[src/hw/rtl/assert_macros.svh]
// Assertion helpers shared by the RTL; all sample on clk_i and hold off during reset.
`ifndef ASSERT_MACROS_SVH
`define ASSERT_MACROS_SVH

// Property must hold at every clock edge outside reset
`define ASSERT_ALWAYS(lbl, prop, msg) \
  lbl: assert property (@(posedge clk_i) disable iff (!rst_ni) (prop)) else $error(msg);

// Consequent must hold in the cycle the antecedent holds
`define ASSERT_IMPL(lbl, ante, cons, msg) \
  lbl: assert property (@(posedge clk_i) disable iff (!rst_ni) (ante) |-> (cons)) \
    else $error(msg);

`endif

[src/hw/rtl/segint_pkg.sv]
// ----------------------------------------------------------------------------
// segint_pkg
// Shared types and constants of the segment intersection block.
// ----------------------------------------------------------------------------
package segint_pkg;

  localparam int unsigned COORD_W        = 16;
  localparam int unsigned OUT_W          = 32;
  localparam int unsigned COORD_BITS_DEF = 16;
  localparam int unsigned FRAC_BITS_DEF  = 16;
  localparam int unsigned QUEUE_DEPTH    = 2;

  // one request: two segments, four endpoints
  typedef struct packed {
    logic signed [COORD_W-1:0] first_ax;
    logic signed [COORD_W-1:0] first_ay;
    logic signed [COORD_W-1:0] first_bx;
    logic signed [COORD_W-1:0] first_by;
    logic signed [COORD_W-1:0] second_ax;
    logic signed [COORD_W-1:0] second_ay;
    logic signed [COORD_W-1:0] second_bx;
    logic signed [COORD_W-1:0] second_by;
  } seg_req_t;

  // one result
  typedef struct packed {
    logic                    found;
    logic signed [OUT_W-1:0] cross_x;
    logic signed [OUT_W-1:0] cross_y;
  } seg_res_t;

endpackage

[src/hw/rtl/segint_fifo.sv]
// ----------------------------------------------------------------------------
// segint_fifo
// Short queue between the classifying front and the arithmetic back.
// ----------------------------------------------------------------------------
`include "assert_macros.svh"

module segint_fifo #(
  parameter int unsigned WIDTH = 8,
  parameter int unsigned DEPTH = segint_pkg::QUEUE_DEPTH
) (
  input  logic             clk_i,
  input  logic             rst_ni,
  input  logic             push_i,
  input  logic [WIDTH-1:0] data_i,
  input  logic             pop_i,
  output logic [WIDTH-1:0] data_o,
  output logic             empty_o,
  output logic             full_o
);
  import segint_pkg::*;

  localparam int unsigned AW = (DEPTH > 1) ? $clog2(DEPTH) : 1;
  localparam int unsigned NW = $clog2(DEPTH + 1);

  logic [WIDTH-1:0] mem_q [DEPTH];
  logic [AW-1:0]    wr_q, rd_q;
  logic [NW-1:0]    cnt_q;
  logic             do_push, do_pop;

  assign empty_o = (cnt_q == '0);
  assign full_o  = (cnt_q == NW'(DEPTH));
  assign do_push = push_i && !full_o;
  assign do_pop  = pop_i && !empty_o;
  assign data_o  = mem_q[rd_q];

  // storage
  always_ff @(posedge clk_i) begin
    if (do_push) begin
      mem_q[wr_q] <= data_i;
    end
  end

  // pointers and fill count
  always_ff @(posedge clk_i or negedge rst_ni) begin
    if (!rst_ni) begin
      wr_q  <= '0;
      rd_q  <= '0;
      cnt_q <= '0;
    end else begin
      if (do_push) begin
        wr_q <= (wr_q == AW'(DEPTH - 1)) ? '0 : wr_q + 1'b1;
      end
      if (do_pop) begin
        rd_q <= (rd_q == AW'(DEPTH - 1)) ? '0 : rd_q + 1'b1;
      end
      if (do_push && !do_pop) begin
        cnt_q <= cnt_q + 1'b1;
      end else if (do_pop && !do_push) begin
        cnt_q <= cnt_q - 1'b1;
      end
    end
  end

  `ASSERT_ALWAYS(a_no_overflow, !(push_i && full_o), "push into full queue")
  `ASSERT_ALWAYS(a_cnt_range, cnt_q <= NW'(DEPTH), "queue count out of range")

endmodule

[config.mk]
export PLATFORM = sky130hd
export DESIGN_NAME = segint_fifo
export DESIGN_NICKNAME = d
export VERILOG_FILES = /design/src/hw/rtl/segint_pkg.sv /design/src/hw/rtl/segint_fifo.sv
export VERILOG_INCLUDE_DIRS = /design/src /design/src/hw/rtl
export SDC_FILE = /design/constraint.sdc
export NUM_CORES = 1
export LEC_CHECK = 0
export CAP_MARGIN = 20
export CORE_UTILIZATION = 56
export DETAILED_ROUTE_END_ITERATION = 12
export DONT_BUFFER_PORTS = 1
export PLACE_DENSITY = 0.8
export SKIP_LAST_GASP = 1
export SYNTH_ARGS = -nofsm -noshare
export SYNTH_HDL_FRONTEND = slang
export SYNTH_SLANG_ARGS = --single-unit
export TNS_END_PERCENT = 1
[constraint.sdc]
create_clock -name clk_i -period 2.1 [get_ports clk_i]
set_input_delay 0.105 -clock clk_i [delete_from_list [all_inputs] [get_ports clk_i]]
set_output_delay 0.105 -clock clk_i [all_outputs]
set_load 0.02 [all_outputs]
==> flow_metrics.py <==
metrics = {
    "timing": {
        "finClkSkew_ps": 6.462,
        "final-hold-violation-count": 0,
        "setup_viol": 0,
        "slew_headroom_pct": 74.33,
        "fin_crit_sh_pct": 71.98,
        "final.min_clock_period_ps": 1512,
        "setup-tns-final_ps": 0,
        "clock.fmax_mhz": 661.6,
        "final.hold.worst_slack_ps": 39.95,
        "rsz0062_at_grt": "no",
        "slew_viol_final": 0,
        "tightest_slew_ps": 385.1,
        "post-route-worst-setup-slack_ps": 588.4,
    },
    "routing": {
        "routed_wl_um": 1044,
        "drt-initial-drc-count": 1,
        "via_count": 388,
        "ant_nets": 0,
        "wire_per_inst_um": 14.30,
        "route.detailed.drc": 0,
        "detail_route.first_pass.iterations": 2,
        "post_detailed_route_via_to_cell_ratio": 5.315,
    },
    "cells_and_area": {
        "fin_nets": 72,
        "insertedDiodeCount": 0,
        "final.fill_count": 90,
        "instances_no_fill": 73,
        "synthToLayoutAreaGrowth_pct": 19.06,
        "final_layout_size_suffix_gt1_share_pct": 10.34,
        "finish.utilization_pct": 70.87,
        "final_cell_area_um2": 922.1,
    },
    "synth": {
        "synth_flop_cell": "sky130_fd_sc_hd__edfxtp_1",
        "synth_top_area_share_pct": 62.04,
        "ys_top_cells_by_count": "sky130_fd_sc_hd__edfxtp_1, sky130_fd_sc_hd__mux2_1, sky130_fd_sc_hd__dfrtp_1, sky130_fd_sc_hd__nor2_1, sky130_fd_sc_hd__xnor2_1",
        "yosysSeqAreaShare_pct": 74.96,
        "ys_top_cells_by_area": "sky130_fd_sc_hd__edfxtp_1, sky130_fd_sc_hd__dfrtp_1, sky130_fd_sc_hd__mux2_1",
        "area_leader_netlist": "sky130_fd_sc_hd__edfxtp_1",
        "syn_area_per_cell_um2": 17.60,
        "net_count_after_synthesis": 57,
        "yosysWarningCount": 0,
        "post_synth_inst_count": 44,
        "yosysMostFrequentCell": "sky130_fd_sc_hd__edfxtp_1",
        "post_synth_cell_types": 14,
        "synth.cell_area_um2": 774.5,
        "asyncSetResetFlopFracSynth_pct": 20.00,
        "ys_ff_latch": 20,
        "synth_edf_count": 16,
    },
    "clocking": {
        "cts_tree": "yes",
        "clk_pin_slew_worst_paths_ps": 90,
        "clock_tree.root_cell": "sky130_fd_sc_hd__clkbuf_4",
        "post-cts-setup-buffers": 0,
        "cts-htree-levels": 1,
        "postCtsResizedCells": 0,
        "clock_insertion_delay_worst_skew_ps": 280,
        "holdBufCountCts": 10,
        "cts_inserted_buffers": 3,
        "clkSinkCount": 20,
        "bufs_on_longest_clock_path": 2,
    },
    "die": {
        "die-area_um2": 1536,
        "fp.dieH_um": 39.19,
        "rows": 13,
        "start_util_pct": 59.52,
        "num_io_pins": 22,
        "floorplan.core_area_um2": 1301,
        "width_of_the_die_um": 39.19,
    },
    "worst_hold_path": {
        "worst_hold_endpoint": "rd_q$_DFFE_PN0P_",
        "hold_path_startpoint": "pop_i",
        "worstHoldPathType": "primary input to flip-flop",
        "hold_path_depth": 2,
    },
    "setup_path": {
        "worst_endpoint_required_time_ps": 2310,
        "critical_path_class": "flip-flop to flip-flop",
        "worst_setup_path_start_kind": "flip-flop",
        "crit_path_capture_type": "flip-flop",
        "rrSetupSlack_ps": 590,
        "crit_arrival_ps": 1720,
        "regToRegStartpoint": "cnt_q[0]$_DFFE_PN0P_",
        "r2r_end": "cnt_q[1]$_DFFE_PN0P_",
        "setup.worst_path.start": "cnt_q[0]$_DFFE_PN0P_",
        "critPathMaxFanout": 5,
        "r2r_cells": 6,
    },
    "global_routing": {
        "via_count_of_the_first_global_routing_pass": 391,
        "wire_length_of_the_first_global_routing_pass_um": 1587,
        "overflow": 0,
        "number_of_antenna_violations_at_the_first_check_in_global_routing": 0,
        "maximum_number_of_pins_on_one_net_before_global_route_repair": 12,
        "grt.total_usage_pct": 17.11,
    },
    "placed_design": {
        "post_dp_cell_area_um2": 795.8,
        "detailedPlace.worstSlack_ps": 606.7,
        "dpl.hpwl_um": 732.1,
        "post-place-cells": 59,
        "placement.io_buffers": 0,
        "gp_congestion": 0.6283,
    },
    "power_and_ir_drop": {
        "powerDensity_nw_per_um2": 1313,
        "power.leakage_nw": 0.3461,
        "irDropWorstVdd_mv": 0.7491,
        "report.power.total_mw": 1.211,
    },
    "flow_run": {
        "cap_violations": 0,
    },
    "outcome": {
        "run_status": "completed",
    },
}
how the worst max path moves through the flow:
stage	cells past startpoint	endpoint
3_5_place_dp	7	cnt_q[1]$_DFFE_PN0P_
3_3_place_gp	4	mem_q[0][5]$_DFFE_PP_
4_1_cts	7	cnt_q[1]$_DFFE_PN0P_
5_1_grt	7	cnt_q[1]$_DFFE_PN0P_
2_1_floorplan	3	mem_q[0][0]$_DFFE_PP_
6_report	6	cnt_q[1]$_DFFE_PN0P_
cell families (layout without fill, tap and decap cells):
family	count (synthesis)	after routing	share of synthesized area (%)
mux	8	8	11.63
simple gates	6	6	3.879
flops	20	20	74.96
buf+inv	3	17	1.615
fa+ha+maj	1	1	1.615
xor+xnor	5	5	5.655
compound gates	1	1	0.6456
sequential cells by signal (all words and copies together) (netlist names):
| register | cells |
|---|---|
| wr_q | 1 |
| mem_q | 16 |
| cnt_q | 2 |
| rd_q | 1 |
routing by layer:
metal  vias to the layer above  global-route usage (%)  routed length [µm]
met5                         -                       0                   0
met3                         2                   3.468                  47
met1                       187                   19.11                 398
met4                         0                   10.34                   7
met2                        12                   29.58                 590
li1                        187                       -                   -
power breakdown:
part / switching (mW) / leakage, nW / internal (mW) / total, mW
Sequential: 0.0859 / 0.195 / 0.554 / 0.640
Clock: 0.0971 / 0.0150 / 0.0736 / 0.171
Combinational: 0.248 / 0.136 / 0.152 / 0.400
Total: 0.432 / 0.346 / 0.779 / 1.21
cells in the final DEF (no fill, tap or decap), drive strengths merged, types with 2 or more instances in the layout:
| master | n |
|---|---|
| edfxtp | 16 |
| dlygate4sd3 | 10 |
| mux2 | 8 |
| dfrtp | 4 |
| clkbuf | 4 |
| nor2 | 3 |
| xnor2 | 3 |
| inv | 2 |
| xor2 | 2 |
area by class of cell:
| class | instances | area [µm²] | area share [%] |
|---|---|---|---|
| sequential | 20 | 580.6 | 62.96 |
| multi-input combinational | 21 | 181.4 | 19.67 |
| timing repair buffer | 11 | 107.6 | 11.67 |
| clock buffer | 4 | 26.28 | 2.849 |
| tap | 15 | 18.77 | 2.035 |
| inverter | 2 | 7.507 | 0.8141 |
critical path: stages, from the launching register on:
cell	delay (ps)
sky130_fd_sc_hd__dfrtp_1	450
sky130_fd_sc_hd__nand2b_1	220
sky130_fd_sc_hd__nand2_2	110
sky130_fd_sc_hd__inv_1	50
sky130_fd_sc_hd__ha_1	320
sky130_fd_sc_hd__nor2_1	150
sky130_fd_sc_hd__xor2_1	150
Note: power is estimated with default switching activity, not from simulation.
